<file path="config.mk">
export PLATFORM = sky130hd
export DESIGN_NAME = uart_distance_frame_averager_core
export DESIGN_NICKNAME = d
export VERILOG_FILES = /design/src/rtl/uda_pkg.sv /design/src/rtl/uart_distance_frame_averager_core.sv /design/src/rtl/uda_front.sv /design/src/rtl/uda_queue.sv /design/src/rtl/uda_div.sv
export SDC_FILE = /design/constraint.sdc
export NUM_CORES = 1
export LEC_CHECK = 0
export ABC_AREA = 1
export BUFFER_PORTS_ARGS = -buffer_cell sky130_fd_sc_hd__buf_2
export CAP_MARGIN = 0
export CORE_MARGIN = 3
export CORE_UTILIZATION = 26
export DETAILED_ROUTE_END_ITERATION = 12
export SLEW_MARGIN = 20
export SYNTH_ARGS = -nofsm -noshare
export SYNTH_HDL_FRONTEND = slang
export SYNTH_HIERARCHICAL = 1
export SYNTH_SLANG_ARGS = --single-unit
</file>
<file path="constraint.sdc">
create_clock -name clock -period 3.6 [get_ports clock]
set_input_delay 0 -clock clock [delete_from_list [all_inputs] [get_ports clock]]
set_output_delay 0 -clock clock [all_outputs]
set_load 0.01 [all_outputs]
</file>
<file path="src/rtl/uda_pkg.sv">
// ----------------------------------------------------------------------------
// uda_pkg: shared types and constants for the distance frame averager
// Frame layout, counter widths and the batch record handed from the
// frame checker to the divider.
// ----------------------------------------------------------------------------
package uda_pkg;

   // Frame format
   localparam logic [7:0] HEADER_BYTE = 8'hFF;

   // Saturation limit on accepted frames per batch
   localparam int MAX_FRAMES = 64;

   // Widths
   localparam int COUNT_W = 7;   // holds 0..MAX_FRAMES
   localparam int SUM_W   = 22;  // MAX_FRAMES * 65535 fits
   localparam int AVG_W   = 16;
   localparam int REM_W   = COUNT_W;
   localparam int STEP_W  = $clog2(SUM_W);

   // Divider steps, one quotient bit each
   localparam int DIV_STEPS = SUM_W;

   // Batch record: sum and count of good frames
   typedef struct packed {
      logic [SUM_W-1:0]   sum;
      logic [COUNT_W-1:0] count;
   } batch_type;

endpackage

</file>
<file path="src/rtl/uart_distance_frame_averager_core.sv">
// ----------------------------------------------------------------------------
// uart_distance_frame_averager_core: ultrasonic frame checker and averager
// Checks four-byte distance frames in a received byte stream and reports
// the truncated average distance and frame count once per batch.
// ----------------------------------------------------------------------------
// Usage:
//   req_* carries received bytes, one per request; req_tlast marks the last
//   byte of a batch. rsp_* carries one result per batch: average distance
//   and frame count in rsp_tdata, rsp_tuser high when no frame was good.
//   The front end takes one byte per cycle while the queue has room and
//   updates the window, sum and count in that cycle. A batch end pushes a
//   record into a two-entry queue. The back end pops the record, divides
//   the sum by the count with a restoring divider, one quotient bit per
//   cycle, and loads the result into the output register. An empty batch
//   skips the divider.
//   Bytes keep flowing while the divider works; req_tready drops only when
//   both queue entries hold batches not yet popped, which needs two batch
//   ends within the divider time. When rsp_tready is low the result holds
//   in the output register and the divider waits with the next result.
//   Reset clears the window, sum, count, queue and output valid.
// ----------------------------------------------------------------------------
module uart_distance_frame_averager_core (
   input  logic        clock,
   input  logic        reset,
   input  logic        req_tvalid,
   output logic        req_tready,
   input  logic [7:0]  req_tdata,   // [7:0] data_byte
   input  logic        req_tlast,   // batch_end
   output logic        rsp_tvalid,
   input  logic        rsp_tready,
   output logic [23:0] rsp_tdata,   // [15:0] average_distance, [22:16] frame_count
   output logic        rsp_tuser    // no_valid_frames
);
   import uda_pkg::*;

   logic      queue_full;
   logic      push_valid;
   batch_type push_batch;
   logic      pop;
   logic      not_empty;
   batch_type head;

   uda_front u_front (
      .clock      (clock),
      .reset      (reset),
      .req_tvalid (req_tvalid),
      .req_tready (req_tready),
      .req_tdata  (req_tdata),
      .req_tlast  (req_tlast),
      .queue_full (queue_full),
      .push_valid (push_valid),
      .push_batch (push_batch)
   );

   uda_queue u_queue (
      .clock      (clock),
      .reset      (reset),
      .push_valid (push_valid),
      .push_batch (push_batch),
      .full       (queue_full),
      .pop        (pop),
      .not_empty  (not_empty),
      .head       (head)
   );

   uda_div u_div (
      .clock      (clock),
      .reset      (reset),
      .not_empty  (not_empty),
      .head       (head),
      .pop        (pop),
      .rsp_tvalid (rsp_tvalid),
      .rsp_tready (rsp_tready),
      .rsp_tdata  (rsp_tdata),
      .rsp_tuser  (rsp_tuser)
   );

endmodule

</file>
<file path="src/rtl/uda_front.sv">
// ----------------------------------------------------------------------------
// uda_front: byte window and frame checker
// Slides a three-byte window over the received bytes, checks header and
// checksum, accumulates distances and emits a batch record on batch end.
// ----------------------------------------------------------------------------
module uda_front (
   input  logic                clock,
   input  logic                reset,
   input  logic                req_tvalid,
   output logic                req_tready,
   input  logic [7:0]          req_tdata,   // [7:0] data_byte
   input  logic                req_tlast,   // batch_end
   input  logic                queue_full,
   output logic                push_valid,
   output uda_pkg::batch_type  push_batch
);
   import uda_pkg::*;

   logic [7:0]         win_ff [3];
   logic [7:0]         win_in [3];
   logic [1:0]         fill_ff, fill_in;
   logic [1:0]         skip_ff, skip_in;
   logic [SUM_W-1:0]   sum_ff, sum_in, sum_upd;
   logic [COUNT_W-1:0] count_ff, count_in, count_upd;
   logic [7:0]         chk_expect;
   logic               frame_ok;
   logic               accept;

   assign req_tready = !queue_full;
   assign accept     = req_tvalid && req_tready;

   // Checksum over header, high and low byte, wrapping at 8 bits
   assign chk_expect = HEADER_BYTE + win_ff[1] + win_ff[2];
   assign frame_ok   = (win_ff[0] == HEADER_BYTE) && (chk_expect == req_tdata);

   // Next state for one accepted byte
   always_comb begin
      win_in    = win_ff;
      fill_in   = fill_ff;
      skip_in   = skip_ff;
      sum_upd   = sum_ff;
      count_upd = count_ff;
      if (fill_ff == 2'd3) begin
         if (skip_ff != 2'd0) begin
            skip_in = skip_ff - 2'd1;
         end else if (frame_ok) begin
            if (count_ff < COUNT_W'(MAX_FRAMES)) begin
               sum_upd   = sum_ff + SUM_W'({win_ff[1], win_ff[2]});
               count_upd = count_ff + COUNT_W'(1);
            end
            skip_in = 2'd3;
         end
         win_in[0] = win_ff[1];
         win_in[1] = win_ff[2];
         win_in[2] = req_tdata;
      end else begin
         case (fill_ff)
            2'd0:    win_in[0] = req_tdata;
            2'd1:    win_in[1] = req_tdata;
            default: win_in[2] = req_tdata;
         endcase
         fill_in = fill_ff + 2'd1;
      end
      sum_in   = sum_upd;
      count_in = count_upd;
      // Batch end clears everything after the record is taken
      if (req_tlast) begin
         win_in[0] = '0;
         win_in[1] = '0;
         win_in[2] = '0;
         fill_in   = '0;
         skip_in   = '0;
         sum_in    = '0;
         count_in  = '0;
      end
   end

   assign push_valid       = accept && req_tlast;
   assign push_batch.sum   = sum_upd;
   assign push_batch.count = count_upd;

   // State registers
   always_ff @(posedge clock) begin
      if (reset) begin
         win_ff[0] <= '0;
         win_ff[1] <= '0;
         win_ff[2] <= '0;
         fill_ff   <= '0;
         skip_ff   <= '0;
         sum_ff    <= '0;
         count_ff  <= '0;
      end else if (accept) begin
         win_ff   <= win_in;
         fill_ff  <= fill_in;
         skip_ff  <= skip_in;
         sum_ff   <= sum_in;
         count_ff <= count_in;
      end
   end

   // Count never passes the limit
   a_count_limit: assert property (@(posedge clock) disable iff (reset)
      count_ff <= COUNT_W'(MAX_FRAMES))
      else $error("frame count above limit");

   // Skipping only happens once the window is full
   a_skip_fill: assert property (@(posedge clock) disable iff (reset)
      skip_ff != 2'd0 |-> fill_ff == 2'd3)
      else $error("skip pending with partial window");

endmodule

</file>
<file path="src/rtl/uda_queue.sv">
// ----------------------------------------------------------------------------
// uda_queue: two-entry batch record queue
// Decouples the frame checker from the divider so each side stalls alone.
// ----------------------------------------------------------------------------
module uda_queue (
   input  logic                clock,
   input  logic                reset,
   input  logic                push_valid,
   input  uda_pkg::batch_type  push_batch,
   output logic                full,
   input  logic                pop,
   output logic                not_empty,
   output uda_pkg::batch_type  head
);
   import uda_pkg::*;

   batch_type  entry_ff [2];
   logic       wr_ptr_ff, rd_ptr_ff;
   logic [1:0] used_ff, used_in;
   logic       do_push, do_pop;

   assign full      = (used_ff == 2'd2);
   assign not_empty = (used_ff != 2'd0);
   assign head      = entry_ff[rd_ptr_ff];
   assign do_push   = push_valid && !full;
   assign do_pop    = pop && not_empty;

   always_comb begin
      used_in = used_ff;
      if (do_push && !do_pop) used_in = used_ff + 2'd1;
      if (!do_push && do_pop) used_in = used_ff - 2'd1;
   end

   // Entry storage
   always_ff @(posedge clock) begin
      if (do_push) entry_ff[wr_ptr_ff] <= push_batch;
   end

   // Pointers and fill level
   always_ff @(posedge clock) begin
      if (reset) begin
         wr_ptr_ff <= 1'b0;
         rd_ptr_ff <= 1'b0;
         used_ff   <= '0;
      end else begin
         if (do_push) wr_ptr_ff <= !wr_ptr_ff;
         if (do_pop)  rd_ptr_ff <= !rd_ptr_ff;
         used_ff <= used_in;
      end
   end

   // A record offered while full would be lost
   a_no_overflow: assert property (@(posedge clock) disable iff (reset)
      push_valid |-> !full)
      else $error("batch record pushed into full queue");

endmodule

</file>
<file path="src/rtl/uda_div.sv">
// ----------------------------------------------------------------------------
// uda_div: batch averager back end
// Pops a batch record, divides sum by count one quotient bit per cycle
// and holds the result in an output register until taken.
// ----------------------------------------------------------------------------
module uda_div (
   input  logic                clock,
   input  logic                reset,
   input  logic                not_empty,
   input  uda_pkg::batch_type  head,
   output logic                pop,
   output logic                rsp_tvalid,
   input  logic                rsp_tready,
   output logic [23:0]         rsp_tdata,   // [15:0] average_distance,
                                            // [22:16] frame_count, [23] zero
   output logic                rsp_tuser    // no_valid_frames
);
   import uda_pkg::*;

   localparam logic [1:0] ST_IDLE = 2'd0;
   localparam logic [1:0] ST_DIV  = 2'd1;
   localparam logic [1:0] ST_DONE = 2'd2;

   logic [1:0]         state_ff, state_in;
   logic [STEP_W-1:0]  step_ff, step_in;
   logic [REM_W-1:0]   rem_ff, rem_in;
   logic [SUM_W-1:0]   quo_ff, quo_in;
   logic [COUNT_W-1:0] div_ff, div_in;
   logic               zero_ff, zero_in;
   logic [REM_W:0]     rem_shift, rem_sub;
   logic               ge;

   logic               out_valid_ff;
   logic [AVG_W-1:0]   avg_ff;
   logic [COUNT_W-1:0] cnt_ff;
   logic               flag_ff;
   logic               out_free, load_out;

   assign out_free = !out_valid_ff || rsp_tready;
   assign load_out = (state_ff == ST_DONE) && out_free;
   assign pop      = (state_ff == ST_IDLE) && not_empty;

   // One restoring division step
   assign rem_shift = {rem_ff, quo_ff[SUM_W-1]};
   assign rem_sub   = rem_shift - {1'b0, div_ff};
   assign ge        = (rem_shift >= {1'b0, div_ff});

   // Sequencer
   always_comb begin
      state_in = state_ff;
      step_in  = step_ff;
      rem_in   = rem_ff;
      quo_in   = quo_ff;
      div_in   = div_ff;
      zero_in  = zero_ff;
      case (state_ff)
         ST_IDLE: begin
            if (not_empty) begin
               quo_in   = head.sum;
               div_in   = head.count;
               rem_in   = '0;
               step_in  = '0;
               zero_in  = (head.count == '0);
               state_in = (head.count == '0) ? ST_DONE : ST_DIV;
            end
         end
         ST_DIV: begin
            rem_in  = ge ? rem_sub[REM_W-1:0] : rem_shift[REM_W-1:0];
            quo_in  = {quo_ff[SUM_W-2:0], ge};
            step_in = step_ff + STEP_W'(1);
            if (step_ff == STEP_W'(DIV_STEPS - 1)) state_in = ST_DONE;
         end
         ST_DONE: begin
            if (out_free) state_in = ST_IDLE;
         end
         default: state_in = ST_IDLE;
      endcase
   end

   always_ff @(posedge clock) begin
      if (reset) begin
         state_ff <= ST_IDLE;
      end else begin
         state_ff <= state_in;
      end
   end

   always_ff @(posedge clock) begin
      step_ff <= step_in;
      rem_ff  <= rem_in;
      quo_ff  <= quo_in;
      div_ff  <= div_in;
      zero_ff <= zero_in;
   end

   // Output register
   always_ff @(posedge clock) begin
      if (reset) begin
         out_valid_ff <= 1'b0;
      end else if (load_out) begin
         out_valid_ff <= 1'b1;
      end else if (rsp_tready) begin
         out_valid_ff <= 1'b0;
      end
   end

   always_ff @(posedge clock) begin
      if (load_out) begin
         avg_ff  <= zero_ff ? '0 : quo_ff[AVG_W-1:0];
         cnt_ff  <= div_ff;
         flag_ff <= zero_ff;
      end
   end

   assign rsp_tvalid = out_valid_ff;
   assign rsp_tdata  = {1'b0, cnt_ff, avg_ff};
   assign rsp_tuser  = flag_ff;

   // Flagged result carries zero average and zero count
   a_flag_zero: assert property (@(posedge clock) disable iff (reset)
      rsp_tvalid && rsp_tuser |-> rsp_tdata == '0)
      else $error("empty batch result not zero");

   // Unflagged result has a nonzero count
   a_count_nonzero: assert property (@(posedge clock) disable iff (reset)
      rsp_tvalid && !rsp_tuser |-> rsp_tdata[22:16] != '0)
      else $error("result without frames not flagged");

   // Division never starts on a zero divisor
   a_div_nonzero: assert property (@(posedge clock) disable iff (reset)
      state_ff == ST_DIV |-> div_ff != '0)
      else $error("division by zero count");

endmodule
</file>
==> out/results.ini, run 1 <==
[outcome]
status = finished clean

[placed_design]
post-dp-hpwl_um = 17300
dpl_cell_area_um2 = 11100
io_buffers = 38
gp_congestion = 0.861

[sta]
fin_skew_ns = 0.00848
clock.fmax_mhz = 305
tns_ns = 0
slew_headroom_pct = 57.9
rsz0062_at_grt = no
finalSetupViolCount = 0
worst_pin_slew_ns = 0.630
final.min_clock_period_ns = 3.28
hold_viol_final = 0
finalCritPeriodShare_pct = 91.1
final_max_slew_viol_count = 0

[power_and_ir_drop]
irDropWorstVdd_v = 0.000371
power_leakage_nw = 4.95
cellPowerDensity_nw_per_um2 = 574

[drt]
ant_nets = 0
drc = 0
drtPass1Iterations = 5
wire_per_inst_um = 13.1
vias_per_cell = 4.47
drt_iter0_markers = 603
vias = 7951
drt-total-wl_um = 23200

[floorplan]
initial_core_util_pct = 26.5
coreArea_um2 = 38900
row_count = 72
die_w_um = 205
ios = 40
fp.dieArea_um2 = 42100
die_h_um = 205

[clock_tree]
cts_tree = yes
holdBufCountCts = 3
h-tree-depth = 4
cts_buffer_depth = 2
clock_latency_ns = 0.42
numCtsBuffers = 17
cts_resized = 0
clock_sinks = 189
clkSlewWorstSetupHoldPaths_ns = 0.07
cts_root_buf = clkbuf_16
cts_setup_buffers = 0

[worst_setup_path]
timing.rr.start = u_front/win_ff[1]$_SDFFE_PP0P_
worstPathArrival_ns = 3.45
startpoint_type = register
path_class = reg -> reg
cp_max_fo = 26
cp.required_ns = 3.77
end_kind = register
cp-startpoint = u_front/win_ff[1]$_SDFFE_PP0P_

[synthesis]
synthDistinctLibCells = 48
synth_seq_cells = 189
syn_area_um2 = 10300
ys.flop_type = edfxtp_1
syn_nets = 1269
synthCells = 1209
async_flop_share_pct = 0
syn_area_per_cell_um2 = 8.54
synth-edff-count = 124
synth_warnings = 6
ys_seq_area_share_pct = 48.7

[min_path]
min_from = req_tdata[7]
hold_path.class = in -> reg

[grt]
first_global_vias = 7487
overflow = 0
antenna_found_initial = 0
track_usage_pct = 11.3
grt_pass1_wl_um = 38400
grt_max_degree = 44

[finish]
layout-drive-gt1-share_pct = 12.1
final_common_cell = nand2_1
syn_to_final_growth_pct = 13.5
design_area_um2 = 11700
final_cell_mix = nand2_1, inv_1, edfxtp_1, nor2_1, nand3_1
n_fill_cell = 4116
antenna_cells = 0
nets = 1308

[flow_run]
drv_cap = 0

flip-flops by register name (all words and copies together) (netlist names), named ones only:
signal             flops
u_div/rem_ff           7
u_queue/entry_ff      58
u_div/div_ff           7
u_front/sum_ff        22
u_front/skip_ff        2
u_div/rsp_tvalid       1
u_div/quo_ff          22
u_front/count_ff       7
u_div/state_ff         2
u_div/cnt_ff           7
u_div/zero_ff          1
u_front/fill_ff        2
u_queue/wr_ptr_ff      1
u_div/step_ff          5
u_queue/rd_ptr_ff      1
u_front/win_ff        24
u_queue/used_ff        2
u_div/rsp_tuser        1
u_div/avg_ff          16
final timing paths:
path,to,slack (ns),cells past startpoint
hold reg to reg,u_front/count_ff[5]$_SDFFE_PP0P_,0.49,2
hold / removal,u_front/win_ff[23]$_SDFFE_PP0P_,0.04,5
setup / recovery,u_queue/entry_ff[0][11]$_DFFE_PP_,0.32,16
setup reg to reg,u_queue/entry_ff[0][11]$_DFFE_PP_,0.32,16
cell families after synthesis:
group / share of synthesized area, %
AOI/OAI and AO/OA: 9.47
xor gates and xnor gates: 1.36
adders and majority gates: 5.92
buffers and inverters: 8.18
DFF: 48.7
muxes: 3.53
other: 0.0363
and+or+nand+nor: 22.8
per-stage QoR:
step                std cells  setup WS, ns  utilization [%]  hold slack, ns  power [mW]
detailed placement       1744         0.341             28.5           0.361        4.91
global route             1778        0.0580             30.1          0.0480        7.21
floorplan                1209         0.768                -           0.156        4.43
CTS                      1778         0.325             30.1         0.00769        6.79
global placement         1744         0.354             28.5           0.350        4.88
finish                   1778         0.319             30.1          0.0382        6.72
layer usage:
layer / track usage [%] / wire [um] / vias up
met3: 1.74 / 1100 / 24
met4: 2.39 / 233 / 0
met5: 0 / 0 / -
met1: 16.2 / 11600 / 3670
li1: - / - / 4072
met2: 18.0 / 10300 / 185
critical path, stage by stage, from the launching register on:
cell	delay, ns
dfxtp_1	0.38
inv_1	0.09
ha_1	0.28
inv_1	0.04
ha_1	0.24
fa_1	0.53
inv_1	0.05
nand2_1	0.06
nand2_1	0.05
nor2_1	0.09
nand3_1	0.07
nor2_1	0.13
nand3_2	0.12
nor2_4	0.21
nand3_4	0.15
buf_4	0.29
o21a_1	0.24
cell usage after synthesis (9+ instances only):
library cell	number	area share, %
edfxtp_1	124	36
o211ai_1	9	0.65
a31oi_1	9	0.55
nand2_2	12	0.73
o21a_1	10	0.73
o21ai_0	55	2.7
nand4_1	23	1.4
nand3_1	74	3.6
clkbuf_1	24	0.87
xnor2_1	11	0.93
dfxtp_1	65	13
mux2_2	19	2.1
ha_1	44	5.3
mux2_4	10	1.5
nor2_1	110	4.0
a21oi_1	65	3.2
nand2_1	290	11
inv_1	176	6.4
where the power goes:
part           total, mW  internal, mW  switching, mW  leakage, nW
logic               1.93         0.637           1.29         2.92
registers           2.94          2.78          0.157         1.75
clock network       1.86          1.03          0.823        0.271
total               6.72          4.45           2.27         4.95
final cells by class:
class,count,area [um2],area share [%]
clock inverters,11,141,1.21
repair buffers,55,325,2.78
clock buffers,20,437,3.73
flip-flops and latches,189,5020,42.9
inverters,179,672,5.74
well taps,518,648,5.53
multi-input cells,806,4460,38.1
Note: power is estimated with default switching activity, not from simulation.
==> run 2: changes to the inputs <==
Settings changed: BUFFER_PORTS_ARGS -buffer_cell sky130_fd_sc_hd__buf_2 to not set, DONT_BUFFER_PORTS set to 1.
==> run 2 against run 1 <==
Sequential share of layout area increased by 0.22 points. Clock power increased by 6%. Core utilization decreased by 0.15 points. Final area decreased by 0.50%. Combinational power decreased by 3%. Setup slack improved by 0.020 ns. Non-clock buffer count decreased by 31. Power increased by 1.2%. Largest cell class unchanged. Largest power group unchanged. Highest routed layer unchanged.
==> out/results.ini, run 2 (synthesis results as in run 1) <==
[worst_setup_path]
worstRegToRegCells = 16
critPathTopFamily = simple AND/OR/NAND/NOR gates
cp.required_ns = 3.77
end_kind = register
slowest_stage = fa_1
cp_num_buf_inv = 3
path_class = reg -> reg
worstPathArrival_ns = 3.43
cp.depth = 16
cp_max_fo = 7
cpPeakStageDelay_ns = 0.51
cp_common_cell = nand2_1
crit_chain = inv_1, ha_1, inv_1, ha_1, fa_1, inv_1, nand2_1, nand2_1, nor3_1, nand2_1, a21oi_1, nand2_1, nor2_2, nand2_1, nand2_1, nand2_1
startpoint_type = register

[drt]
drt_iter0_markers = 605
drt-total-wl_um = 23200
wire_per_inst_um = 13.3
vias_per_cell = 4.49
drc = 0
drtPass1Iterations = 5
ant_nets = 0
vias = 7853

[floorplan]
fp.dieArea_um2 = 42100
die_w_um = 205
coreArea_um2 = 38900
ios = 40
row_count = 72
initial_core_util_pct = 26.5
die_h_um = 205

[sta]
finalSetupViolCount = 0
slew_headroom_pct = 57.6
clock.fmax_mhz = 307
final.min_clock_period_ns = 3.26
fin_skew_ns = 0.0120
holdWs_ns = 0.0425
final_max_slew_viol_count = 0
hold_viol_final = 0
worst_pin_slew_ns = 0.635
rsz0062_at_grt = no
finalCritPeriodShare_pct = 90.6
tns_ns = 0

[grt]
grt_pass1_wl_um = 37700
antenna_found_initial = 0
grt_max_degree = 44
track_usage_pct = 11.1
first_global_vias = 7383
overflow = 0

[placed_design]
gp_congestion = 0.864
post-dp-hpwl_um = 16800
io_buffers = 0

[min_path]
hold_path.class = in -> reg
min_path_cells = 3

[finish]
n_fill_cell = 4115
final_common_cell = nand2_1
layout-drive-gt1-share_pct = 9.51
reg_top3 = u_queue/entry_ff: 58 flops, u_front/win_ff: 24 flops
largest_reg_flops = 58
syn_to_final_growth_pct = 12.9
largest-register = u_queue/entry_ff
nets = 1277
final_cell_mix = nand2_1, inv_1, edfxtp_1, nor2_1, nand3_1
antenna_cells = 0

[power_and_ir_drop]
cellPowerDensity_nw_per_um2 = 584
power_leakage_nw = 4.86
irDropWorstVdd_v = 0.000310

[clock_tree]
cts_buffer_depth = 2
cts_resized = 0
cts_root_buf = clkbuf_16
numCtsBuffers = 17
clock_sinks = 189
cts_tree = yes
h-tree-depth = 4
clock_latency_ns = 0.44
clkSlewWorstSetupHoldPaths_ns = 0.07

[outcome]
status = finished clean

[flow_run]
drv_cap = 0

## run 2: stage by stage
step / cell area, um2 / power, mW / utilization [%] / setup WS (ns) / instances
floorplan: 10300 / 4.43 / - / 0.768 / 1209
global placement: 10900 / 4.83 / 28.0 / 0.368 / 1703
detailed placement: 10900 / 4.86 / 28.0 / 0.348 / 1703
CTS: 11700 / 6.87 / 29.9 / 0.345 / 1748
global route: 11700 / 7.25 / 29.9 / 0.0716 / 1748
finish: 11700 / 6.80 / 29.9 / 0.339 / 1748
## run 2: worst reg2reg max path, stage by stage (launching register included)
cell     delay (ns)
dfxtp_1        0.39
inv_1          0.09
ha_1           0.29
inv_1          0.04
ha_1           0.24
fa_1           0.51
inv_1          0.04
nand2_1        0.06
nand2_1        0.05
nor3_1         0.25
nand2_1        0.11
a21oi_1        0.13
nand2_1        0.11
nor2_2         0.32
nand2_1        0.17
nand2_1        0.09
nand2_1        0.10
## run 2: repair_timing
action | 4_1_cts | 5_1_grt
setup endpoints to repair | 0 | 0
hold endpoints to repair | 59 | 0
buffers inserted | 0 | 0
hold buffers | 13 | 0
## run 2: power by group
group,switching (mW),internal (mW)
registers,0.169,2.78
logic,1.26,0.623
clock network,0.909,1.06
total,2.34,4.46
## run 2: worst paths after layout
| check | from | endpoint | slack, ns |
|---|---|---|---|
| min | req_tlast | u_front/win_ff[21]$_SDFFE_PP0P_ | 0.04 |
| max reg2reg | u_front/win_ff[1]$_SDFFE_PP0P_ | u_queue/entry_ff[0][20]$_DFFE_PP_ | 0.34 |
| min reg2reg | u_div/div_ff[6]$_DFFE_PP_ | u_div/cnt_ff[6]$_DFFE_PP_ | 0.47 |
| max | u_front/win_ff[1]$_SDFFE_PP0P_ | u_queue/entry_ff[0][20]$_DFFE_PP_ | 0.34 |
## run 2: area by class of cell
cell class / count / area [um2] / share of cell area [%]
clock buffer: 17 / 425 / 3.65
clock inverter: 15 / 196 / 1.69
inverter: 179 / 672 / 5.77
multi-input combinational: 806 / 4460 / 38.3
sequential: 189 / 5020 / 43.1
tap: 518 / 648 / 5.56
timing repair buffer: 24 / 223 / 1.91
## run 2: metal layers
metal / wire (um) / up-vias / track usage [%]
li1: - / 4009 / -
met1: 11600 / 3651 / 15.8
met2: 10000 / 167 / 17.1
met3: 1260 / 26 / 2.53
met4: 287 / 0 / 2.98
met5: 0 / - / 0
